===== config.mk =====
export PLATFORM = sky130hd
export DESIGN_NAME = x86_instruction_pattern_matcher
export DESIGN_NICKNAME = d
export VERILOG_FILES = /design/src/rtl/ximp_pkg.sv /design/src/rtl/ximp_encode.sv /design/src/rtl/ximp_check.sv /design/src/rtl/x86_instruction_pattern_matcher.sv
export SDC_FILE = /design/constraint.sdc
export NUM_CORES = 1
export LEC_CHECK = 0
export BUFFER_PORTS_ARGS = -buffer_cell sky130_fd_sc_hd__buf_2
export CORE_ASPECT_RATIO = 1.1
export CORE_MARGIN = 2
export CORE_UTILIZATION = 54
export DETAILED_ROUTE_END_ITERATION = 7
export PLACE_DENSITY = 0.89
export SYNTH_ARGS = -nofsm -noshare
export SYNTH_HDL_FRONTEND = slang
export SYNTH_SLANG_ARGS = --single-unit

===== constraint.sdc =====
create_clock -name clk -period 4.7 [get_ports clk]
set_input_delay 0.47 -clock clk [delete_from_list [all_inputs] [get_ports clk]]
set_output_delay 0.47 -clock clk [all_outputs]
set_load 0.03 [all_outputs]

===== src/rtl/ximp_pkg.sv =====
// Shared types and constants for the x86 instruction pattern matcher.
// Holds the item structs, the instruction form codes and the opcode bytes.
// No dependencies.
package ximp_pkg;

    // Instruction form codes, in selector order
    typedef enum logic [4:0] {
        OP_ADD_IMM8     = 5'd0,
        OP_ADD_IMM32    = 5'd1,
        OP_CALL_REG     = 5'd2,
        OP_CALL_REL     = 5'd3,
        OP_CMP_IMM32    = 5'd4,
        OP_INC_REG      = 5'd5,
        OP_JMP_REL      = 5'd6,
        OP_MOV_REG      = 5'd7,
        OP_LEA_SIB      = 5'd8,
        OP_MOV_IMM8     = 5'd9,
        OP_MOV_IMM32    = 5'd10,
        OP_NOP          = 5'd11,
        OP_POP_REG      = 5'd12,
        OP_POPAD        = 5'd13,
        OP_PUSH_REG     = 5'd14,
        OP_PUSH_IMM8    = 5'd15,
        OP_PUSH_IMM32   = 5'd16,
        OP_PUSHAD       = 5'd17,
        OP_RETN         = 5'd18,
        OP_SETNZ        = 5'd19,
        OP_SETZ         = 5'd20,
        OP_SUB_REG      = 5'd21,
        OP_SUB_IMM8     = 5'd22,
        OP_SUB_IMM32    = 5'd23,
        OP_TEST_REG     = 5'd24,
        OP_XOR_REG      = 5'd25,
        OP_CALL_ANY     = 5'd26,
        OP_FSTP         = 5'd27,
        OP_JMP_IND_ANY  = 5'd28,
        OP_JMP_IND      = 5'd29
    } op_t;

    // Opcode and ModRM base bytes
    localparam logic [7:0] OPC_GRP1_IMM8  = 8'h83;
    localparam logic [7:0] OPC_GRP1_IMM32 = 8'h81;
    localparam logic [7:0] OPC_GRP5       = 8'hFF;
    localparam logic [7:0] OPC_CALL_REL   = 8'hE8;
    localparam logic [7:0] OPC_JMP_REL    = 8'hE9;
    localparam logic [7:0] OPC_INC        = 8'h40;
    localparam logic [7:0] OPC_MOV_RM     = 8'h8B;
    localparam logic [7:0] OPC_LEA        = 8'h8D;
    localparam logic [7:0] OPC_MOV_IMM8   = 8'hB0;
    localparam logic [7:0] OPC_MOV_IMM32  = 8'hB8;
    localparam logic [7:0] OPC_NOP        = 8'h90;
    localparam logic [7:0] OPC_POP        = 8'h58;
    localparam logic [7:0] OPC_POPAD      = 8'h61;
    localparam logic [7:0] OPC_PUSH       = 8'h50;
    localparam logic [7:0] OPC_PUSH_IMM8  = 8'h6A;
    localparam logic [7:0] OPC_PUSH_IMM32 = 8'h68;
    localparam logic [7:0] OPC_PUSHAD     = 8'h60;
    localparam logic [7:0] OPC_RETN       = 8'hC3;
    localparam logic [7:0] OPC_RETN_IMM   = 8'hC2;
    localparam logic [7:0] OPC_TWO_BYTE   = 8'h0F;
    localparam logic [7:0] OPC_SETNZ      = 8'h95;
    localparam logic [7:0] OPC_SETZ       = 8'h94;
    localparam logic [7:0] OPC_SUB_RM     = 8'h2B;
    localparam logic [7:0] OPC_TEST       = 8'h85;
    localparam logic [7:0] OPC_XOR_RM     = 8'h33;
    localparam logic [7:0] OPC_FPU_DD     = 8'hDD;
    localparam logic [7:0] MODRM_REG      = 8'hC0;
    localparam logic [7:0] MODRM_CALL     = 8'hD0;
    localparam logic [7:0] MODRM_CMP      = 8'hF8;
    localparam logic [7:0] MODRM_SUB      = 8'hE8;
    localparam logic [7:0] MODRM_FSTP     = 8'hD8;
    localparam logic [7:0] MODRM_DISP32   = 8'h25;
    localparam logic [7:0] MODRM_SIB_D8   = 8'h44;

    // Bytes of a relative branch past its own encoding
    localparam logic [31:0] REL_INSN_LEN  = 32'd5;
    // Trailing bytes left uncompared on the wildcard forms
    localparam logic [2:0]  WILD_BYTES    = 3'd4;

    typedef struct packed {
        logic [4:0]  operation;
        logic [2:0]  reg_a;
        logic [2:0]  reg_b;
        logic [2:0]  reg_index;
        logic [3:0]  scale;
        logic [31:0] imm;
        logic [31:0] code_address;
        logic [47:0] code_window;
    } in_item_t;

    typedef struct packed {
        logic        matched;
        logic [2:0]  length;
        logic [31:0] next_address;
        logic [31:0] found_target;
        logic        scale_warning;
    } out_item_t;

    // Expected encoding handed from the encoder to the checker
    typedef struct packed {
        logic [47:0] bytes;
        logic [2:0]  length;
        logic [2:0]  cmp_len;
        logic        known;
        logic        warn;
        logic        capture;
    } enc_t;

endpackage


===== src/rtl/ximp_encode.sv =====
// Builds the expected x86 encoding of one instruction form.
// Depends on ximp_pkg.
module ximp_encode (
    input  ximp_pkg::in_item_t item,
    output ximp_pkg::enc_t     enc
);
    import ximp_pkg::*;

    logic [31:0] rel;
    logic [15:0] ret_word;
    logic [7:0]  ra;
    logic [1:0]  sib_scale;
    logic        bad_scale;
    logic        wild;
    op_t         op;

    assign op       = op_t'(item.operation);
    assign ra       = {5'd0, item.reg_a};
    assign rel      = item.imm - item.code_address - REL_INSN_LEN;
    assign ret_word = {item.imm[13:0], 2'b00};

    // LEA scale to SIB scale bits; bad values fall back to scale 1
    always_comb
    begin
        bad_scale = 1'b0;
        unique case (item.scale)
            4'd1:    sib_scale = 2'd0;
            4'd2:    sib_scale = 2'd1;
            4'd4:    sib_scale = 2'd2;
            4'd8:    sib_scale = 2'd3;
            default:
            begin
                sib_scale = 2'd0;
                bad_scale = 1'b1;
            end
        endcase
    end

    // Expected bytes, first byte in the low bits
    always_comb
    begin
        enc         = '0;
        enc.known   = 1'b1;
        wild        = 1'b0;
        unique case (op)
            OP_ADD_IMM8, OP_SUB_IMM8:
            begin
                enc.bytes[7:0]   = OPC_GRP1_IMM8;
                enc.bytes[15:8]  = ((op == OP_ADD_IMM8) ? MODRM_REG : MODRM_SUB) | ra;
                enc.bytes[23:16] = item.imm[7:0];
                enc.length       = 3'd3;
            end
            OP_ADD_IMM32, OP_CMP_IMM32, OP_SUB_IMM32:
            begin
                enc.bytes[7:0]   = OPC_GRP1_IMM32;
                if (op == OP_ADD_IMM32)
                    enc.bytes[15:8] = MODRM_REG | ra;
                else if (op == OP_CMP_IMM32)
                    enc.bytes[15:8] = MODRM_CMP | ra;
                else
                    enc.bytes[15:8] = MODRM_SUB | ra;
                enc.bytes[47:16] = item.imm;
                enc.length       = 3'd6;
            end
            OP_CALL_REG:
            begin
                enc.bytes[15:0] = {MODRM_CALL | ra, OPC_GRP5};
                enc.length      = 3'd2;
            end
            OP_CALL_REL, OP_JMP_REL:
            begin
                enc.bytes[7:0]  = (op == OP_CALL_REL) ? OPC_CALL_REL : OPC_JMP_REL;
                enc.bytes[39:8] = rel;
                enc.length      = 3'd5;
            end
            OP_INC_REG:
            begin
                enc.bytes[7:0] = OPC_INC + ra;
                enc.length     = 3'd1;
            end
            OP_MOV_REG, OP_SUB_REG, OP_XOR_REG:
            begin
                if (op == OP_MOV_REG)
                    enc.bytes[7:0] = OPC_MOV_RM;
                else if (op == OP_SUB_REG)
                    enc.bytes[7:0] = OPC_SUB_RM;
                else
                    enc.bytes[7:0] = OPC_XOR_RM;
                enc.bytes[15:8] = {2'b11, item.reg_a, item.reg_b};
                enc.length      = 3'd2;
            end
            OP_LEA_SIB:
            begin
                enc.bytes[7:0]   = OPC_LEA;
                enc.bytes[15:8]  = MODRM_SIB_D8 | {2'b00, item.reg_a, 3'b000};
                enc.bytes[23:16] = {sib_scale, item.reg_index, item.reg_b};
                enc.bytes[31:24] = item.imm[7:0];
                enc.length       = 3'd4;
                enc.warn         = bad_scale;
            end
            OP_MOV_IMM8:
            begin
                enc.bytes[15:0] = {item.imm[7:0], OPC_MOV_IMM8 + ra};
                enc.length      = 3'd2;
            end
            OP_MOV_IMM32:
            begin
                enc.bytes[7:0]  = OPC_MOV_IMM32 + ra;
                enc.bytes[39:8] = item.imm;
                enc.length      = 3'd5;
            end
            OP_NOP:
            begin
                enc.bytes[7:0] = OPC_NOP;
                enc.length     = 3'd1;
            end
            OP_POP_REG:
            begin
                enc.bytes[7:0] = OPC_POP + ra;
                enc.length     = 3'd1;
            end
            OP_POPAD:
            begin
                enc.bytes[7:0] = OPC_POPAD;
                enc.length     = 3'd1;
            end
            OP_PUSH_REG:
            begin
                enc.bytes[7:0] = OPC_PUSH + ra;
                enc.length     = 3'd1;
            end
            OP_PUSH_IMM8:
            begin
                enc.bytes[15:0] = {item.imm[7:0], OPC_PUSH_IMM8};
                enc.length      = 3'd2;
            end
            OP_PUSH_IMM32:
            begin
                enc.bytes[7:0]  = OPC_PUSH_IMM32;
                enc.bytes[39:8] = item.imm;
                enc.length      = 3'd5;
            end
            OP_PUSHAD:
            begin
                enc.bytes[7:0] = OPC_PUSHAD;
                enc.length     = 3'd1;
            end
            OP_RETN:
            begin
                // Plain return when no stack arguments, else C2 with byte count
                if (item.imm == 32'd0)
                begin
                    enc.bytes[7:0] = OPC_RETN;
                    enc.length     = 3'd1;
                end
                else
                begin
                    enc.bytes[23:0] = {ret_word, OPC_RETN_IMM};
                    enc.length      = 3'd3;
                end
            end
            OP_SETNZ, OP_SETZ:
            begin
                enc.bytes[7:0]   = OPC_TWO_BYTE;
                enc.bytes[15:8]  = (op == OP_SETNZ) ? OPC_SETNZ : OPC_SETZ;
                enc.bytes[23:16] = MODRM_REG | ra;
                enc.length       = 3'd3;
            end
            OP_TEST_REG:
            begin
                enc.bytes[15:0] = {2'b11, item.reg_a, item.reg_a, OPC_TEST};
                enc.length      = 3'd2;
            end
            OP_CALL_ANY:
            begin
                enc.bytes[7:0] = OPC_CALL_REL;
                enc.length     = 3'd5;
                enc.capture    = 1'b1;
                wild           = 1'b1;
            end
            OP_FSTP:
            begin
                enc.bytes[15:0] = {MODRM_FSTP | ra, OPC_FPU_DD};
                enc.length      = 3'd2;
            end
            OP_JMP_IND_ANY, OP_JMP_IND:
            begin
                enc.bytes[15:0] = {MODRM_DISP32, OPC_GRP5};
                if (op == OP_JMP_IND)
                    enc.bytes[47:16] = item.imm;
                else
                    wild = 1'b1;
                enc.length = 3'd6;
            end
            default:
            begin
                // Unassigned selector codes never match
                enc.known  = 1'b0;
                enc.length = 3'd1;
            end
        endcase
        enc.cmp_len = wild ? (enc.length - WILD_BYTES) : enc.length;
    end

endmodule


===== src/rtl/ximp_check.sv =====
// Compares code bytes with the expected encoding and forms the result item.
// Depends on ximp_pkg.
module ximp_check (
    input  ximp_pkg::in_item_t  item,
    input  ximp_pkg::enc_t      enc,
    output ximp_pkg::out_item_t result
);
    import ximp_pkg::*;

    localparam int NBYTES = 6;

    logic [NBYTES-1:0] byte_ok;
    logic              matched;

    // Per-byte compare; bytes past the compared length always pass
    always_comb
    begin
        for (int k = 0; k < NBYTES; k++)
        begin
            byte_ok[k] = (3'(k) >= enc.cmp_len)
                      || (item.code_window[8*k +: 8] == enc.bytes[8*k +: 8]);
        end
    end

    assign matched = enc.known && (&byte_ok);

    // Result fields
    always_comb
    begin
        result.matched       = matched;
        result.length        = enc.length;
        result.next_address  = matched ? (item.code_address + {29'd0, enc.length})
                                       : item.code_address;
        result.found_target  = (enc.capture && matched)
                             ? (item.code_window[39:8] + item.code_address + REL_INSN_LEN)
                             : 32'd0;
        result.scale_warning = enc.warn;
    end

endmodule


===== src/rtl/x86_instruction_pattern_matcher.sv =====
// x86 instruction pattern matcher: input register, encode and compare, result register.
// An item is registered, then its result; one item per cycle sustained while out_ready is high.
// The decode, the 32-bit branch and address adds and the byte compare sit in one stage.
// Both stages advance when the stage ahead is empty or draining; no bubbles.
// Reset (rst_n low, asynchronous) empties both stages; payload is not cleared.
// Depends on ximp_pkg, ximp_encode, ximp_check.
module x86_instruction_pattern_matcher (
    input  logic                clk,
    input  logic                rst_n,
    input  logic                in_valid,
    output logic                in_ready,
    input  ximp_pkg::in_item_t  in_data,
    output logic                out_valid,
    input  logic                out_ready,
    output ximp_pkg::out_item_t out_data
);
    import ximp_pkg::*;

    logic      s1_valid_reg;
    in_item_t  s1_item_reg;
    logic      out_valid_reg;
    out_item_t out_item_reg;

    logic      out_open;
    logic      s1_open;
    enc_t      enc;
    out_item_t result;

    // Stage enables: each stage loads when its holder is empty or leaving
    assign out_open = !out_valid_reg || out_ready;
    assign s1_open  = !s1_valid_reg || out_open;
    assign in_ready = s1_open;

    ximp_encode u_encode (
        .item (s1_item_reg),
        .enc  (enc)
    );

    ximp_check u_check (
        .item   (s1_item_reg),
        .enc    (enc),
        .result (result)
    );

    // Valid bits
    always_ff @(posedge clk or negedge rst_n)
    begin
        if (!rst_n)
        begin
            s1_valid_reg  <= 1'b0;
            out_valid_reg <= 1'b0;
        end
        else
        begin
            if (s1_open)
                s1_valid_reg <= in_valid;
            if (out_open)
                out_valid_reg <= s1_valid_reg;
        end
    end

    // Payload registers
    always_ff @(posedge clk)
    begin
        if (s1_open && in_valid)
            s1_item_reg <= in_data;
        if (out_open && s1_valid_reg)
            out_item_reg <= result;
    end

    assign out_valid = out_valid_reg;
    assign out_data  = out_item_reg;

endmodule


==> reports/results.tsv <==
metric	value	unit
run_status	completed	
switching_share_of_total_power	0.340	
hpwlAfterDp	37900	um
globalRouteMet1Util	0.450	
antenna_found_initial	1	
fin_crit	4650	ps
design.final.nets	2131	
number_of_buffer_cells_added_on_primary_ports	204	
layout.cell_area.non_filler	18500	sq um
largest_register_ffs	130	
p_comb_frac	0.325	
grt_pass1_vias	13200	
setup_viol	0	
max_slew_margin_vs_limit	0.410	
fp.dieH	179	um
grt.met2_usage	0.508	
cts_buffer_depth	3	
route.detailed.wl_per_inst	22.1	um
cts_made_buffers	23	
synth_edf_count	199	
path_max_fanout	12	
drt_first_pass_iters	7	
globalRouteMet3Util	0.0671	
postSynthNetCount	1810	
synthesis.area_per_instance	9.68	sq um
core_region_area	27100	sq um
track_usage	0.327	
synth.cells.most_frequent	edfxtp_1 (199), ha_1 (125), inv_1 (123), nor2_1 (115), nand2_1 (98)	
startpoint_type	flop	
syn-instance-count	1548	
ys_ff_latch	201	
tightest_hold_check_type	in -> reg	
rows	63	
areaGrowthSynthToFinish	23.4	%
power.share.sequential	0.378	
synth_mux_area_frac	0.0109	
synth_cell_types	81	
clk_pin_slew	60	ps
final_core_utilization	0.681	
drt_first_iter_violations	1876	
synth-adder-area-share	0.108	
complex_gate_fraction_of_the_synthesized_area	0.176	
proportion_of_synthesized_flip_flops_having_asynchronous_set_or_reset	0.00995	
drv_slew	0	
remaining_global_route_overflow	0	
clk_latency	540	ps
cts-root-buf	clkbuf_16	
route.antenna.remaining_nets	0	
yosysMostFrequentCell	edfxtp_1	
switching_power	2.01	mW
io_pins	205	
ys_flop_type	edfxtp_1	
worst_pin_slew	874	ps
synth.cell_area	15000	sq um
p_clk_frac	0.297	
synth-seq-area-share	0.402	
grt_busiest_layer	met2	
synth_top_family_by_area	simple AND/OR/NAND/NOR gates	
startpoint_to_endpoint_class_of_the_critical_path	reg -> reg	
timing.hold.ws	103	ps
timing.final.crit_share	0.990	
placed_cell_area	17400	sq um
timing.critical_path.from	s1_item_reg[81]$_DFFE_PP_	
synth_top_area_share	0.399	
cellLeakagePower	7.77	nW
synth-xor-area-share	0.0608	
global_route_wire_length_before_repair	73500	um
r2r_end	out_data[2]$_SDFFCE_PN0P_	
worst_reg2reg_path_depth	20	
layout_skew	19.1	ps
power_report.internal_total	3.89	mW
timing.fmax	215	MHz
register_to_register_setup_slack	50	ps
detailroute.via_count	14200	
antenna-diode-count	0	
chipWidth	163	um
postRouteWirelength	49600	um
design.die.area	29100	sq um
report.final.hold_viol_count	0	
worst_setup_path_endpoint	out_data[2]$_SDFFCE_PN0P_	
synth.yosys.warnings	0	
synth-simple-area-share	0.185	
grt_start_max_net_pins	52	
rsz_0062_raised_after_global_routing	true	
power_per_cell_area	319	nW/um^2
worst_r2r_startpoint	s1_item_reg[81]$_DFFE_PP_	
post_drt_via_cell_ratio	6.34	
power.ir.vdd_worst	0.306	mV
number_of_stages_on_the_worst_hold_path	1	
capturing_element_type_of_the_critical_path	flop	
place_congestion	1.05	
initial_utilization	0.552	
htree_levels	1	
worst_ep_required_time	5080	ps
synth_area_leader_cell	edfxtp_1	
detail_route.drc_violations	0	
critical_path_arrival	5030	ps
totalNegativeSetupSlack	0	ps
final_layout_size_suffix_gt1_frac	0.264	
synthTopCellsByArea	edfxtp_1 (40%), ha_1 (10%), xor2_1 (3.6%)	
max_cap_viols	0	
cts_tree	built	
cts.sinks	201	
[kinds of logic (layout without fill, tap and decap cells)]
family / count (synthesis) / in the layout
AND/OR/NAND/NOR: 507 / 507
AO/OA/AOI/OAI: 391 / 391
flip-flops: 201 / 201
buffers and inverters: 201 / 539
adder cells (fa/ha/maj): 128 / 128
XOR/XNOR: 104 / 104
multiplexers: 16 / 16
[metrics by stage]
stage / total power [mW] / cells / setup slack, ps
2_1_floorplan: 3.38 / 1548 / 291
3_3_place_gp: 3.99 / 2195 / -51.4
3_5_place_dp: 4.03 / 2195 / -157
4_1_cts: 5.79 / 2238 / -10.2
5_1_grt: 6.13 / 2243 / -153
6_report: 5.90 / 2243 / 47.3
[worst min path at each step]
stage,startpoint,to,slack [ps]
3_3_place_gp,rst_n,out_valid$_DFFE_PN0P_,260
5_1_grt,in_data[43],s1_item_reg[43]$_DFFE_PP_,100
6_report,in_data[47],s1_item_reg[47]$_DFFE_PP_,100
2_1_floorplan,rst_n,out_valid$_DFFE_PN0P_,170
4_1_cts,in_data[47],s1_item_reg[47]$_DFFE_PP_,90
3_5_place_dp,rst_n,out_valid$_DFFE_PN0P_,260
[layout make-up]
type,instances,area (sq um)
Fill cell,2057,8640
Multi-Input combinational cell,1146,8460
Sequential cell,201,6030
Timing Repair Buffer,374,2360
Clock buffer,29,598
Inverter,123,462
Tap cell,357,447
Clock inverter,13,124
[cell usage in the layout (no fill, tap or decap), types with 24 or more instances in the layout]
master / instances
buf_2: 204
nand2_1: 95
edfxtp_1: 199
buf_4: 162
xor2_1: 62
inv_1: 121
nor2_1: 114
xnor2_1: 41
a21oi_1: 76
nor3_1: 35
ha_1: 120
o21ai_0: 81
nand3_1: 47
a21o_1: 24
nand2b_1: 24
[worst max-delay path, stage by stage, from the launching register on]
cell      delay (ps)
edfxtp_1         410
ha_1             300
ha_1             150
inv_1             70
fa_2             420
nand2b_4         170
a21oi_4          200
buf_4            140
buf_4            100
o21a_1           100
nor2_1            50
xnor2_1          140
a221oi_2         310
xor2_1           210
nand4b_1         180
and2_1           210
a2111o_1         460
or3_1            390
buf_4            210
buf_12           150
nor2_1           110
[layer usage]
layer  vias up  routed length, um
li1       6469                  -
met1      6714              20300
met2       868              22000
met3       162               5190
met4         0               2170
met5         -                  0
[power by group through the flow]
stage / sequential, mW / clock, mW / combinational (mW)
final: 2.23 / 1.75 / 1.92
after global routing: 2.24 / 1.83 / 2.07
after CTS: 2.22 / 1.77 / 1.80
after detailed placement: 2.26 / 0 / 1.77
after global placement: 2.26 / 0 / 1.73
after floorplan: 2.31 / 0 / 1.07
[what timing repair did]
item | CTS | global route
pin swaps | 0 | 20
gates resized for setup | 11 | 61
buffers inserted | 0 | 5
hold endpoints to repair | 2 | 0
endpoints found under the setup margin | 62 | 65
hold buffers | 1 | 0
No activity file was read; power rests on OpenSTA's default activity.
